--- src/sv/pds_pkg.sv ---
// Package of the PLL divider search unit: widths, constants, preset table,
// state, command and status types. Depends on nothing.
`default_nettype none

package pds_pkg;

	localparam int REFDIV_LIMIT   = 63;
	localparam int PRESET_ENTRIES = 7;
	localparam int TABLE_SIZE     = 7;
	localparam int PRESET_USED    = (PRESET_ENTRIES < TABLE_SIZE) ? PRESET_ENTRIES : TABLE_SIZE;

	localparam int DIV_W     = 32;
	localparam int DIV_CNT_W = $clog2(DIV_W + 1);

	// The reference divider counter must reach REFDIV_LIMIT itself, at most 127.
	localparam int R_W     = 7;
	localparam int KHZ_W   = 23;
	localparam int P1_W    = 20;
	localparam int P2_W    = 17;
	localparam int PP_W    = 6;
	localparam int VCO_W   = 29;
	localparam int SV_W    = 22;
	localparam int FREF_W  = 15;
	localparam int FB_W    = 12;
	localparam int RD_W    = 6;
	localparam int PD_W    = 3;
	localparam int ST_W    = 3;

	localparam int HZ_PER_KHZ = 1000;
	localparam int REF_KHZ    = 24000;
	localparam int VCO_LOW    = 800000;
	localparam int VCO_HIGH   = 3200000;
	localparam int FB_MAX     = 3200;
	localparam int FB_MIN     = 16;
	localparam int POST_MAX   = 7;
	localparam int MISS_LIMIT = 4000;

	// Hz to kHz is floor(hz * KHZ_RECIP / 2^KHZ_SHIFT), exact for every 32-bit rate.
	localparam int              KHZ_SHIFT = 38;
	localparam logic [28:0]     KHZ_RECIP = 29'd274877907;

	localparam logic [ST_W-1:0] ST_PRESET = 3'd0;
	localparam logic [ST_W-1:0] ST_OK     = 3'd1;
	localparam logic [ST_W-1:0] ST_LOW    = 3'd2;
	localparam logic [ST_W-1:0] ST_NOVCO  = 3'd3;
	localparam logic [ST_W-1:0] ST_MISS   = 3'd4;

	typedef struct packed {
		logic [31:0]     hz;
		logic [RD_W-1:0] refdiv;
		logic [FB_W-1:0] fbdiv;
		logic [PD_W-1:0] post1;
		logic [PD_W-1:0] post2;
	} preset_t;

	localparam preset_t PRESETS [TABLE_SIZE] = '{
		'{32'd1200000000, 6'd1,  12'd50,  3'd1, 3'd1},
		'{32'd1188000000, 6'd2,  12'd99,  3'd1, 3'd1},
		'{32'd1100000000, 6'd12, 12'd550, 3'd1, 3'd1},
		'{32'd1008000000, 6'd1,  12'd84,  3'd2, 3'd1},
		'{32'd1000000000, 6'd6,  12'd500, 3'd2, 3'd1},
		'{32'd816000000,  6'd1,  12'd68,  3'd2, 3'd1},
		'{32'd600000000,  6'd1,  12'd75,  3'd3, 3'd1}
	};

	typedef enum logic [4:0] {
		S_IDLE, S_PRESET, S_CHK_KHZ, S_W_P1, S_CHK_P1, S_CHK_P2,
		S_W_P1B, S_PP, S_VCO, S_CHK_VCO, S_LOOP, S_W_FREF, S_FB, S_W_FB, S_FINISH, S_OUT
	} state_t;

	typedef enum logic [3:0] {
		OP_NONE, OP_LOAD, OP_SAVE_KHZ, OP_DIV_P1, OP_SAVE_P1,
		OP_SAVE_P2, OP_DIV_P1B, OP_SAVE_P1B, OP_MUL_PP, OP_MUL_VCO, OP_INIT,
		OP_DIV_FREF, OP_DIV_FB, OP_EVAL
	} op_t;

	typedef enum logic [2:0] {
		RES_PRESET, RES_OK, RES_LOW, RES_NOVCO, RES_MISS
	} res_t;

	typedef struct packed {
		op_t  op;
		logic out_wr;
		res_t kind;
	} dp_cmd_t;

	typedef struct packed {
		logic preset_hit;
		logic khz_zero;
		logic p1_big;
		logic p2_big;
		logic vco_bad;
		logic div_done;
		logic search_done;
		logic miss;
	} dp_stat_t;

endpackage

`default_nettype wire

--- src/sv/pds_divider.sv ---
// Unsigned restoring divider, one quotient bit per cycle.
// Depends on pds_pkg for its width.
`default_nettype none

module pds_divider
	import pds_pkg::*;
(
	input  wire logic             clk,
	input  wire logic             arst_n,
	input  wire logic             start,
	input  wire logic [DIV_W-1:0] dividend,
	input  wire logic [DIV_W-1:0] divisor,
	output logic                  done,
	output logic      [DIV_W-1:0] quot,
	output logic      [DIV_W-1:0] rem
);

	logic [DIV_CNT_W-1:0] cnt_q;
	logic                 done_q;
	logic [DIV_W-1:0]     quot_q, rem_q, dvs_q;
	logic [DIV_W:0]       shifted;
	logic                 fits;

	assign shifted = {rem_q, quot_q[DIV_W-1]};
	assign fits    = shifted >= {1'b0, dvs_q};

	always_ff @(posedge clk or negedge arst_n) begin
		if (!arst_n) begin
			cnt_q  <= '0;
			done_q <= 1'b0;
		end else if (start) begin
			cnt_q  <= DIV_CNT_W'(DIV_W);
			done_q <= 1'b0;
		end else if (cnt_q != '0) begin
			cnt_q  <= cnt_q - 1'b1;
			done_q <= (cnt_q == DIV_CNT_W'(1));
		end else begin
			done_q <= 1'b0;
		end
	end

	always_ff @(posedge clk) begin
		if (start) begin
			quot_q <= dividend;
			rem_q  <= '0;
			dvs_q  <= divisor;
		end else if (cnt_q != '0) begin
			quot_q <= {quot_q[DIV_W-2:0], fits};
			rem_q  <= fits ? DIV_W'(shifted - {1'b0, dvs_q}) : shifted[DIV_W-1:0];
		end
	end

	assign done = done_q;
	assign quot = quot_q;
	assign rem  = rem_q;

endmodule

`default_nettype wire

--- src/sv/pds_datapath.sv ---
// Datapath of the PLL divider search: working registers, the shared divider,
// candidate evaluation and the result register. Depends on pds_pkg, pds_divider.
`default_nettype none

module pds_datapath
	import pds_pkg::*;
(
	input  wire logic            clk,
	input  wire logic            arst_n,
	input  wire dp_cmd_t         cmd,
	input  wire logic [31:0]     requested_hz,
	output dp_stat_t             stat,
	output logic [ST_W-1:0]      status,
	output logic [RD_W-1:0]      ref_divider,
	output logic [FB_W-1:0]      feedback_divider,
	output logic [PD_W-1:0]      post_divider_one,
	output logic [PD_W-1:0]      post_divider_two
);

	logic [31:0]      hz_q;
	logic [KHZ_W-1:0] khz_q;
	logic [P1_W-1:0]  p1_q;
	logic [P2_W-1:0]  p2_q;
	logic [PP_W-1:0]  pp_q;
	logic [VCO_W-1:0] vco_q;
	logic [FREF_W-1:0] fref_q;
	logic [SV_W-1:0]  best_q;
	logic [R_W-1:0]   r_q;
	logic [RD_W-1:0]  best_r_q;
	logic [FB_W-1:0]  best_f_q;

	logic [ST_W-1:0] st_q;
	logic [RD_W-1:0] rd_q;
	logic [FB_W-1:0] fd_q;
	logic [PD_W-1:0] pd1_q, pd2_q;

	logic             div_start, div_done;
	logic [DIV_W-1:0] div_a, div_b, div_quot, div_rem;

	logic    hit;
	preset_t hit_entry;

	logic [60:0]      khz_prod;
	logic [P2_W-1:0]  p2_calc;

	// First preset whose rate matches wins.
	always_comb begin
		hit       = 1'b0;
		hit_entry = PRESETS[0];
		for (int i = PRESET_USED - 1; i >= 0; i--) begin
			if (PRESETS[i].hz == hz_q) begin
				hit       = 1'b1;
				hit_entry = PRESETS[i];
			end
		end
	end

	// The kHz rate comes from a reciprocal multiplication.
	assign khz_prod = {29'd0, hz_q} * {32'd0, KHZ_RECIP};

	// Post divider two is ceil(p1 / 7); any value past seven only has to read as too big.
	always_comb begin
		p2_calc = P2_W'(POST_MAX + 1);
		for (int k = POST_MAX; k >= 1; k--) begin
			if (p1_q <= P1_W'(k * POST_MAX)) begin
				p2_calc = P2_W'(k);
			end
		end
	end

	always_comb begin
		div_start = 1'b1;
		div_a     = '0;
		div_b     = DIV_W'(1);
		case (cmd.op)
			OP_DIV_P1: begin
				div_a = DIV_W'(VCO_LOW - 1) + DIV_W'(khz_q);
				div_b = DIV_W'(khz_q);
			end
			OP_DIV_P1B: begin
				div_a = DIV_W'(p1_q) + DIV_W'(p2_q) - DIV_W'(1);
				div_b = DIV_W'(p2_q);
			end
			OP_DIV_FREF: begin
				div_a = DIV_W'(REF_KHZ);
				div_b = DIV_W'(r_q);
			end
			OP_DIV_FB: begin
				div_a = DIV_W'(vco_q[SV_W-1:0]);
				div_b = DIV_W'(fref_q);
			end
			default: div_start = 1'b0;
		endcase
	end

	pds_divider u_div (
		.clk      (clk),
		.arst_n   (arst_n),
		.start    (div_start),
		.dividend (div_a),
		.divisor  (div_b),
		.done     (div_done),
		.quot     (div_quot),
		.rem      (div_rem)
	);

	// Candidate for the current reference divider: quotient and remainder of vco / fref.
	logic [FB_W-1:0]   fb, cand_f;
	logic [FREF_W-1:0] diff, cand_d;
	logic              fb_ok, round_up, better;

	always_comb begin
		fb       = div_quot[FB_W-1:0];
		diff     = div_rem[FREF_W-1:0];
		fb_ok    = (div_quot < DIV_W'(FB_MAX)) && (div_quot > DIV_W'(FB_MIN));
		round_up = (fb < FB_W'(FB_MAX - 1)) && (diff > (fref_q >> 1));
		cand_f   = round_up ? fb + 1'b1 : fb;
		cand_d   = round_up ? fref_q - diff : diff;
		better   = fb_ok && (SV_W'(cand_d) < best_q);
	end

	always_ff @(posedge clk) begin
		case (cmd.op)
			OP_LOAD: begin
				hz_q <= requested_hz;
				p2_q <= P2_W'(1);
			end
			OP_SAVE_KHZ: khz_q  <= khz_prod[KHZ_SHIFT +: KHZ_W];
			OP_SAVE_P1:  p1_q   <= div_quot[P1_W-1:0];
			OP_SAVE_P2:  p2_q   <= p2_calc;
			OP_SAVE_P1B: p1_q   <= div_quot[P1_W-1:0];
			OP_MUL_PP:   pp_q   <= p1_q[PD_W-1:0] * p2_q[PD_W-1:0];
			OP_MUL_VCO:  vco_q  <= VCO_W'(khz_q) * VCO_W'(pp_q);
			OP_INIT: begin
				best_q   <= vco_q[SV_W-1:0];
				r_q      <= R_W'(1);
				best_r_q <= '0;
				best_f_q <= '0;
			end
			OP_EVAL: begin
				r_q <= r_q + 1'b1;
				if (better) begin
					best_q   <= SV_W'(cand_d);
					best_r_q <= r_q[RD_W-1:0];
					best_f_q <= cand_f;
				end
			end
			default: ;
		endcase
	end

	// The reference frequency is captured when its division completes.
	logic fref_pending_q;

	always_ff @(posedge clk or negedge arst_n) begin
		if (!arst_n) begin
			fref_pending_q <= 1'b0;
		end else if (cmd.op == OP_DIV_FREF) begin
			fref_pending_q <= 1'b1;
		end else if (div_done) begin
			fref_pending_q <= 1'b0;
		end
	end

	always_ff @(posedge clk) begin
		if (fref_pending_q && div_done) begin
			fref_q <= div_quot[FREF_W-1:0];
		end
	end

	always_ff @(posedge clk) begin
		if (cmd.out_wr) begin
			rd_q  <= '0;
			fd_q  <= '0;
			pd1_q <= '0;
			pd2_q <= '0;
			case (cmd.kind)
				RES_PRESET: begin
					st_q  <= ST_PRESET;
					rd_q  <= hit_entry.refdiv;
					fd_q  <= hit_entry.fbdiv;
					pd1_q <= hit_entry.post1;
					pd2_q <= hit_entry.post2;
				end
				RES_OK: begin
					st_q  <= ST_OK;
					rd_q  <= best_r_q;
					fd_q  <= best_f_q;
					pd1_q <= p1_q[PD_W-1:0];
					pd2_q <= p2_q[PD_W-1:0];
				end
				RES_LOW:   st_q <= ST_LOW;
				RES_NOVCO: st_q <= ST_NOVCO;
				default:   st_q <= ST_MISS;
			endcase
		end
	end

	always_comb begin
		stat.preset_hit  = hit;
		stat.khz_zero    = (khz_q == '0);
		stat.p1_big      = (p1_q > P1_W'(POST_MAX));
		stat.p2_big      = (p2_q > P2_W'(POST_MAX));
		stat.vco_bad     = (vco_q < VCO_W'(VCO_LOW)) || (vco_q > VCO_W'(VCO_HIGH));
		stat.div_done    = div_done;
		stat.search_done = (r_q >= R_W'(REFDIV_LIMIT)) || (best_q == '0);
		stat.miss        = (best_q > SV_W'(MISS_LIMIT)) || (best_r_q == '0);
	end

	assign status           = st_q;
	assign ref_divider      = rd_q;
	assign feedback_divider = fd_q;
	assign post_divider_one = pd1_q;
	assign post_divider_two = pd2_q;

endmodule

`default_nettype wire

--- src/sv/pds_ctrl.sv ---
// Controller of the PLL divider search: sequences the datapath and owns
// both handshakes. Depends on pds_pkg.
`default_nettype none

module pds_ctrl
	import pds_pkg::*;
(
	input  wire logic     clk,
	input  wire logic     arst_n,
	input  wire logic     in_valid,
	output logic          in_stall,
	output logic          out_valid,
	input  wire logic     out_stall,
	input  wire dp_stat_t stat,
	output dp_cmd_t       cmd
);

	state_t state_q, state_d;
	res_t   res_q, res_d;
	logic   out_valid_q;

	always_ff @(posedge clk or negedge arst_n) begin
		if (!arst_n) begin
			state_q     <= S_IDLE;
			res_q       <= RES_MISS;
			out_valid_q <= 1'b0;
		end else begin
			state_q <= state_d;
			res_q   <= res_d;
			if (cmd.out_wr) begin
				out_valid_q <= 1'b1;
			end else if (!out_stall) begin
				out_valid_q <= 1'b0;
			end
		end
	end

	always_comb begin
		state_d    = state_q;
		res_d      = res_q;
		cmd.op     = OP_NONE;
		cmd.out_wr = 1'b0;
		cmd.kind   = res_q;
		case (state_q)
			S_IDLE: begin
				if (in_valid) begin
					cmd.op  = OP_LOAD;
					state_d = S_PRESET;
				end
			end
			S_PRESET: begin
				if (stat.preset_hit) begin
					res_d   = RES_PRESET;
					state_d = S_OUT;
				end else begin
					cmd.op  = OP_SAVE_KHZ;
					state_d = S_CHK_KHZ;
				end
			end
			S_CHK_KHZ: begin
				if (stat.khz_zero) begin
					res_d   = RES_LOW;
					state_d = S_OUT;
				end else begin
					cmd.op  = OP_DIV_P1;
					state_d = S_W_P1;
				end
			end
			S_W_P1: begin
				if (stat.div_done) begin
					cmd.op  = OP_SAVE_P1;
					state_d = S_CHK_P1;
				end
			end
			S_CHK_P1: begin
				if (stat.p1_big) begin
					cmd.op  = OP_SAVE_P2;
					state_d = S_CHK_P2;
				end else begin
					state_d = S_PP;
				end
			end
			S_CHK_P2: begin
				if (stat.p2_big) begin
					res_d   = RES_NOVCO;
					state_d = S_OUT;
				end else begin
					cmd.op  = OP_DIV_P1B;
					state_d = S_W_P1B;
				end
			end
			S_W_P1B: begin
				if (stat.div_done) begin
					cmd.op  = OP_SAVE_P1B;
					state_d = S_PP;
				end
			end
			S_PP: begin
				cmd.op  = OP_MUL_PP;
				state_d = S_VCO;
			end
			S_VCO: begin
				cmd.op  = OP_MUL_VCO;
				state_d = S_CHK_VCO;
			end
			S_CHK_VCO: begin
				if (stat.vco_bad) begin
					res_d   = RES_NOVCO;
					state_d = S_OUT;
				end else begin
					cmd.op  = OP_INIT;
					state_d = S_LOOP;
				end
			end
			S_LOOP: begin
				if (stat.search_done) begin
					state_d = S_FINISH;
				end else begin
					cmd.op  = OP_DIV_FREF;
					state_d = S_W_FREF;
				end
			end
			S_W_FREF: begin
				if (stat.div_done) begin
					state_d = S_FB;
				end
			end
			S_FB: begin
				cmd.op  = OP_DIV_FB;
				state_d = S_W_FB;
			end
			S_W_FB: begin
				if (stat.div_done) begin
					cmd.op  = OP_EVAL;
					state_d = S_LOOP;
				end
			end
			S_FINISH: begin
				res_d   = stat.miss ? RES_MISS : RES_OK;
				state_d = S_OUT;
			end
			S_OUT: begin
				if (!out_valid_q || !out_stall) begin
					cmd.out_wr = 1'b1;
					state_d    = S_IDLE;
				end
			end
			default: state_d = S_IDLE;
		endcase
	end

	assign in_stall  = (state_q != S_IDLE);
	assign out_valid = out_valid_q;

endmodule

`default_nettype wire

--- src/sv/pll_divider_search_unit.sv ---
// Top level of the PLL divider search unit: controller plus datapath.
// Depends on pds_pkg, pds_ctrl, pds_datapath.
//
// Channel   Direction  Handshake             Payload
// request   in         in_valid / in_stall   requested_hz
// result    out        out_valid / out_stall status, ref_divider, feedback_divider,
//                                            post_divider_one, post_divider_two
//
// A preset match goes from S_PRESET straight to S_OUT, with no division.
// The kHz rate and the second post divider come from a multiplication and a
// compare. Every other division runs on one shared 32-bit divider at one
// quotient bit per cycle; the post-divider phase takes one or two of them, and
// each reference divider tried takes two; a full search tries 62 of them.
// Reset is asynchronous and active low; no item is in flight after it.
// One item is worked at a time; the next is taken as soon as the result sits in
// the output register, even if the consumer is still stalling it.
`default_nettype none

module pll_divider_search_unit
	import pds_pkg::*;
(
	input  wire logic              clk,
	input  wire logic              arst_n,
	input  wire logic              in_valid,
	output logic                   in_stall,
	input  wire logic [31:0]       requested_hz,
	output logic                   out_valid,
	input  wire logic              out_stall,
	output logic [ST_W-1:0]        status,
	output logic [RD_W-1:0]        ref_divider,
	output logic [FB_W-1:0]        feedback_divider,
	output logic [PD_W-1:0]        post_divider_one,
	output logic [PD_W-1:0]        post_divider_two
);

	// The controller issues one command per cycle; the datapath reports flags.
	dp_cmd_t  cmd;
	dp_stat_t stat;

	pds_ctrl u_ctrl (
		.clk       (clk),
		.arst_n    (arst_n),
		.in_valid  (in_valid),
		.in_stall  (in_stall),
		.out_valid (out_valid),
		.out_stall (out_stall),
		.stat      (stat),
		.cmd       (cmd)
	);

	pds_datapath u_dp (
		.clk              (clk),
		.arst_n           (arst_n),
		.cmd              (cmd),
		.requested_hz     (requested_hz),
		.stat             (stat),
		.status           (status),
		.ref_divider      (ref_divider),
		.feedback_divider (feedback_divider),
		.post_divider_one (post_divider_one),
		.post_divider_two (post_divider_two)
	);

endmodule

`default_nettype wire

--- config.mk ---
export PLATFORM = sky130hd
export DESIGN_NAME = pll_divider_search_unit
export DESIGN_NICKNAME = d
export VERILOG_FILES = /design/src/sv/pds_pkg.sv /design/src/sv/pds_divider.sv /design/src/sv/pds_datapath.sv /design/src/sv/pds_ctrl.sv /design/src/sv/pll_divider_search_unit.sv
export SDC_FILE = /design/constraint.sdc
export NUM_CORES = 2
export LEC_CHECK = 0
export BUFFER_PORTS_ARGS = -buffer_cell sky130_fd_sc_hd__buf_2
export CAP_MARGIN = 20
export CELL_PAD_IN_SITES_DETAIL_PLACEMENT = 1
export CELL_PAD_IN_SITES_GLOBAL_PLACEMENT = 1
export CORE_MARGIN = 2
export CORE_UTILIZATION = 30
export CTS_BUF_LIST = sky130_fd_sc_hd__clkbuf_4 sky130_fd_sc_hd__clkbuf_8 sky130_fd_sc_hd__clkbuf_16
export DETAILED_ROUTE_END_ITERATION = 6
export PLACE_DENSITY = 0.54
export REMOVE_ABC_BUFFERS = 1
export SETUP_SLACK_MARGIN = 0.05
export SYNTH_ARGS = -nofsm -noshare
export SYNTH_HDL_FRONTEND = slang
export SYNTH_SLANG_ARGS = --single-unit
export TNS_END_PERCENT = 30
--- constraint.sdc ---
create_clock -name clk -period 6.6 [get_ports clk]
set_input_delay 1.32 -clock clk [delete_from_list [all_inputs] [get_ports clk]]
set_output_delay 1.32 -clock clk [all_outputs]
set_load 0.02 [all_outputs]
# Word-level counts from Yosys, hierarchy flattened
# Index checks and enable logic that the tools add are counted.
# W data, S select, Z words.
word_totals:
  register_bits: 329
  inputBits: 36
  output_inout_bits: 29
op_classes:
  addsub: 8
  multipliers: 3
  n_lt_le_gt_ge: 19
  n_eq_ne: 51
  mux: 82
  n_reduce_logical: 27
op_table:
  columns: ["cell", "count"]
  rows:
  - ["$mux W24", 6]
  - ["$eq A30 B32 Y1 const A", 4]
  - ["$pmux W32 S4", 1]
  - ["$eq A31 B32 Y1 const A", 3]
  - ["$mux W32", 3]
  - ["$pmux W23 S4", 1]
  - ["$pmux W5 S16", 1]
  - ["$mul A32 B29 Y61 const B", 1]
  - ["$le A20 B6 Y1 const B", 3]
  - ["$mux W4", 13]
  - ["$pmux W4 S13", 1]
  - ["$pmux W12 S2", 2]
  - ["$pmux W22 S2", 1]
  - ["$eq A5 B4 Y1 const B", 8]
  - ["$le A20 B5 Y1 const B", 2]
  - ["$pmux W17 S2", 1]
  - ["$ge A33 B32 Y1", 1]
  - ["$mux W3", 11]
  - ["$gt A32 B5 Y1 const B", 1]
  - ["$lt A32 B12 Y1 const B", 1]
  - ["$sub A32 B1 Y32 const B", 1]
  - ["$sub A32 B32 Y32", 1]
  - ["$mux W5", 6]
  - ["$gt A29 B22 Y1 const B", 1]
  - ["58 further kinds", 116]

# Depth between registers and ports, before layout
logic_depth:
  depth_word: 14
  depth_mapped: 26

# Cells and area by module
# From an unflattened synthesis, not the netlist that was laid out.
unflattened:
  cells_unflattened: 3756
  hier_area_um2: 37389.6
by_module_without_submodules:
  columns: ["module", "instances", "cells_per_inst", "area_per_inst_um2", "seq_area_each_um2"]
  rows:
  - ["pds_datapath", 1, 3096, 30623.1, 6120.9]
  - ["pds_divider", 1, 556, 5918.2, 2737.6]
  - ["pds_ctrl", 1, 104, 848.3, 201.4]

# Worst setup path after synthesis
# No wires, ideal clock.
synth_timing:
  path_kind: "register to register"
  from: "reg u_dp.fref_q[9]"
  to: "reg u_dp.best_f_q[0] (enable)"
  setup_time_ps: 498
  arrival_time_ps: 6792
  required_ps: 6102
  setup_slack_ps: -690
  stages_incl_launch_ff: 23
  path_buffers: 2
  synth_period_minus_slack_ps: 7290
  cell_sequence: "edfxtp_1 -> inv_1 -> ha_1 -> a21o_1 -> a21o_1 -> a21o_1 -> a21o_1 -> a21o_1 -> a2111oi_2 -> nand2b_1 -> buf_2 -> buf_2 -> o21ai_0 -> ha_1 -> a21o_1 -> a21o_1 -> a21oi_1 -> nor2b_1 -> o21ai_0 -> nand2b_1 -> a21oi_1 -> o21ai_0 -> a211oi_1"
synth_via:
  elab_chain_cells: 7
  word_cells_on_any_way: 8
synth_rtl:
  columns: ["element", "line_no", "source"]
  rows:
  - ["start: declaration", "pds_datapath.sv:26", "logic [FREF_W-1:0] fref_q;"]
  - ["start signal: assignment", "pds_datapath.sv:167", "fref_q <= div_quot[FREF_W-1:0];"]
  - ["$gt A15 B14 Y1", "pds_datapath.sv:116", "round_up = (fb < FB_W'(FB_MAX - 1)) && (diff > (fref_q >> 1));"]
  - ["$logic_and A1 B1 Y1", "pds_datapath.sv:116", null]
  - ["$mux W15 (*)", "pds_datapath.sv:118", "cand_d = round_up ? fref_q - diff : diff;"]
  - ["$lt A15 B22 Y1 (*)", "pds_datapath.sv:119", "better = fb_ok && (SV_W'(cand_d) < best_q);"]
  - ["$logic_and A1 B1 Y1 (*)", "pds_datapath.sv:119", null]
  - ["$ne A2 B1 Y1 (no line) (*)", null, null]
  - ["$reduce_and A2 Y1 (no line) (*)", null, null]
  - ["end signal: assignment", "pds_datapath.sv:145", "best_f_q <= cand_f;"]
  - ["end: declaration", "pds_datapath.sv:30", "logic [FB_W-1:0] best_f_q;"]
# Every way passes the cells marked *; elsewhere a longest branch is shown, timed or not.
# A chain may end at the register's enable or synchronous reset.

# Final worst setup path
layout_timing:
  from: "reg u_dp.hz_q[13]"
  to: "reg u_dp.khz_q[17] (data pin)"
layout_via:
  elab_chain_cells: 1
layout_rtl:
  columns: ["element", "line_no", "source"]
  rows:
  - ["start: declaration", "pds_datapath.sv:20", "logic [31:0] hz_q;"]
  - ["start signal: assignment", "pds_datapath.sv:125", "hz_q <= requested_hz;"]
  - ["$mul A32 B29 Y61", "pds_datapath.sv:59", "assign khz_prod = {29'd0, hz_q} * {32'd0, KHZ_RECIP};"]
  - ["via u_dp.khz_prod[55]", "pds_datapath.sv:43", "logic [60:0] khz_prod;"]
  - ["end signal: assignment", "pds_datapath.sv:128", "OP_SAVE_KHZ: khz_q <= khz_prod[KHZ_SHIFT +: KHZ_W];"]
  - ["end: declaration", "pds_datapath.sv:21", "logic [KHZ_W-1:0] khz_q;"]
# The timed path passes the listed nets, and every way through them passes these cells.

==> metrics.yaml <==
worstSetupStartpointType: "flop"
timing_hold_violations_final: 0
final-max-slew-violation-count: 0
timing_worst_slew_pin_value_ns: 1.06
antenna_cells: 0
core_region_area_um2: 118000
grt.total_usage_pct: 19.2
synth_xor_area_share_pct: 3.41
worst_path_max_delay_cell: "sky130_fd_sc_hd__fa_1"
ys.flop_type: "sky130_fd_sc_hd__edfxtp_1"
detail_route.first_pass.iterations: 6
cp_common_cell: "sky130_fd_sc_hd__fa_1"
maximum_number_of_pins_on_one_net_before_global_route_repair: 66
initialDrtViolationCount: 1297
unrepaired_setup_endpoints_after_global_routing: "true"
detailroute.via_count: 26514
critical_path.reg2reg.endpoint: "u_dp.khz_q[17]$_DFFE_PN_"
crit_end: "u_dp.khz_q[17]$_DFFE_PN_"
detail_route.wirelength.met1_mm: 53.0
cts_root_buf: "sky130_fd_sc_hd__clkbuf_16"
met3RoutedLength_mm: 3.69
ys_ff_latch: 306
reg2reg_setup_slack_ns: -0.46
finalCritPeriodShare_pct: 107
syn2layout_area_growth_pct: 19.5
grt_pass1_wl_mm: 176
run_status: "finished with violations"
fin_crit_ns: 7.06
clock-sinks: 306
timing.final.setup_violations: 20
maxcap_violations: 0
max_stage_delay_ns: 0.55
effective_utilization_at_floorplan_pct: 30.1
max_freq_mhz: 142
synthSimpleGateAreaFrac_pct: 11.3
route.final.wire_length_mm: 115
dp_slack_ns: -1.36
grt.overflow.total: 0
topRoutingLayerUsed: "met5"
cts-buffers-inserted: 43
placement_rows: 126
finalClockSkew_ns: 0.0567
synthesis.area_per_instance_um2: 9.94
clk_pin_slew_worst_paths_ns: 0.07
fp.dieW_um: 348
final_common_cell: "sky130_fd_sc_hd__inv_1"
yosys.area_share.adder_pct: 41.1
finalSetupTns_ns: -5.92
synth-warning-count: 0
main_combinational_cell_family_by_area_after_synthesis: "adder cells"
setup.worst_path.end_class: "flop"
antenna_violations_before_repair: 7
first_global_vias: 28789
tritoncts: "built"
maxSlewHeadroom_pct: 28.6
timing.final.ws_setup_ns: -0.463
violated_checks: "negative setup slack"
synth.area.mux_share_pct: 0.667
drt-vias-per-instance: 4.87
cts-htree-levels: 2
gp_congestion: 0.848
drt-wirelength-per-cell_um: 21.2
worstReg2RegStart: "u_dp.hz_q[13]$_DFFE_PN_"
met2_length_mm: 55.1
port-buffer-count: 64
max-clock-path-buffers: 3
post_route_cells_drive_above_1_share_pct: 16.4
drtAntennaViolNets: 0
clk_latency_ns: 0.64
synth.lib_cells_used.distinct: 84
number_of_cell_instances_on_the_worst_register_to_register_path: 27
post_synth_instance_area_um2: 35400
final_net_count: 4841
most-common-layout-cells: "665 x sky130_fd_sc_hd__inv_1, 475 x sky130_fd_sc_hd__ha_1, 353 x sky130_fd_sc_hd__fa_1"
die_ar_um2: 121000
class_of_the_worst_hold_path: "reg -> reg"
synth-edff-count: 258
critPathLaunch: "u_dp.hz_q[13]$_DFFE_PN_"
drcViolationCount: 0
synth_async_sr_flop_share_pct: 5.23
synth.yosys.seq_area_share_pct: 24.8
worst_ep_arrival_time_ns: 7.40
critPathRequiredTime_ns: 6.94
cts_hold_repair.buffers: 0
area_fraction_in_compound_gates_after_synthesis_pct: 10.2
detailed_place_hpwl_mm: 93.3
critical_path_class: "reg -> reg"
die_h_um: 348
ioPinCount: 65
crit_fanout: 4
cells_after_synthesis: 3566
## flip-flops by register name, indices dropped and copies added, names as in the netlist, 15 cells and up
name,cells
u_dp.u_div.rem,32
u_dp.fref_q,15
u_dp.best_q,22
u_dp.u_div.dvs_q,23
u_dp.u_div.quot,32
u_dp.hz_q,32
u_dp.khz_q,23
u_dp.p1_q,20
u_dp.vco_q,29
## kinds of logic after synthesis
family / Yosys count
fa+ha+maj: 931
xor+xnor: 138
mux: 22
simple gates: 818
flops: 306
buf+inv: 793
compound gates: 558
## layer usage
metal / up-vias / GRT usage (%)
li1: 12602 / -
met1: 13410 / 25.7
met2: 367 / 32.3
met3: 131 / 2.17
met4: 4 / 5.89
met5: - / 0
## layout make-up
cell class	count	area [um2]
fill	13315	75300
multi-input combinational	2467	24800
tap	1536	1920
inverter	692	2600
timing repair buffer	365	2750
sequential	306	8790
clock buffer	56	1170
clock inverter	24	288
## Yosys cell counts, types with 66 or more instances
library cell	count	share of area (%)
sky130_fd_sc_hd__inv_1	691	7.3
sky130_fd_sc_hd__ha_1	542	19
sky130_fd_sc_hd__fa_1	388	22
sky130_fd_sc_hd__nand2_1	268	2.8
sky130_fd_sc_hd__edfxtp_1	258	22
sky130_fd_sc_hd__a21oi_1	164	2.3
sky130_fd_sc_hd__nor2_1	153	1.6
sky130_fd_sc_hd__o21ai_0	115	1.6
sky130_fd_sc_hd__and2_1	82	1.4
sky130_fd_sc_hd__clkbuf_1	82	0.87
sky130_fd_sc_hd__xnor2_1	82	2.0
sky130_fd_sc_hd__a21o_1	66	1.4
## worst max-delay path, delay by kind of cell, from the launching register on
family | cells | cell delay [ns]
buffers and inverters | 8 | 0.82
AOI/OAI and AO/OA | 6 | 1.15
xor gates and xnor gates | 1 | 0.08
adders and majority gates | 9 | 3.98
DFF | 1 | 0.46
and+or+nand+nor | 3 | 0.29
## worst min-delay path by stage
stage | start | to | slack, ns | cells past startpoint
6_report | u_dp.fref_pending_q$_DFFE_PN0P_ | u_dp.fref_pending_q$_DFFE_PN0P_ | 0.48 | 1
5_1_grt | u_dp.u_div.rem[26]$_SDFFE_PN0P_ | u_dp.u_div.rem[26]$_SDFFE_PN0P_ | 0.52 | 2
4_1_cts | u_dp.fref_pending_q$_DFFE_PN0P_ | u_dp.fref_pending_q$_DFFE_PN0P_ | 0.48 | 1
3_5_place_dp | u_dp.fref_pending_q$_DFFE_PN0P_ | u_dp.fref_pending_q$_DFFE_PN0P_ | 0.46 | 1
3_3_place_gp | u_dp.fref_pending_q$_DFFE_PN0P_ | u_dp.fref_pending_q$_DFFE_PN0P_ | 0.46 | 1
2_1_floorplan | u_dp.u_div.rem[15]$_SDFFE_PN0P_ | u_dp.u_div.rem[15]$_SDFFE_PN0P_ | 0.45 | 2
## stage by stage
stage                     instances  hold WS [ns]  util, %  cell area (um2)
final                          5446         0.481     36.0            42300
after global routing           5446         0.521     36.0            42300
after CTS                      5430         0.475     35.7            42000
after detailed placement       5326         0.462     33.4            39300
after global placement         5326         0.458     33.4            39300
after floorplan                3465         0.445        -            35000
## what timing repair did
item / in CTS / in global routing
buffers inserted: 27 / 16
gates resized for setup: 171 / 59
pin swaps: 110 / 65
setup endpoints to repair: 23 / 23
Power is left out: the tool's default activity adds up to more than one toggle a clock period on the data nets, which glitch-free logic cannot reach.
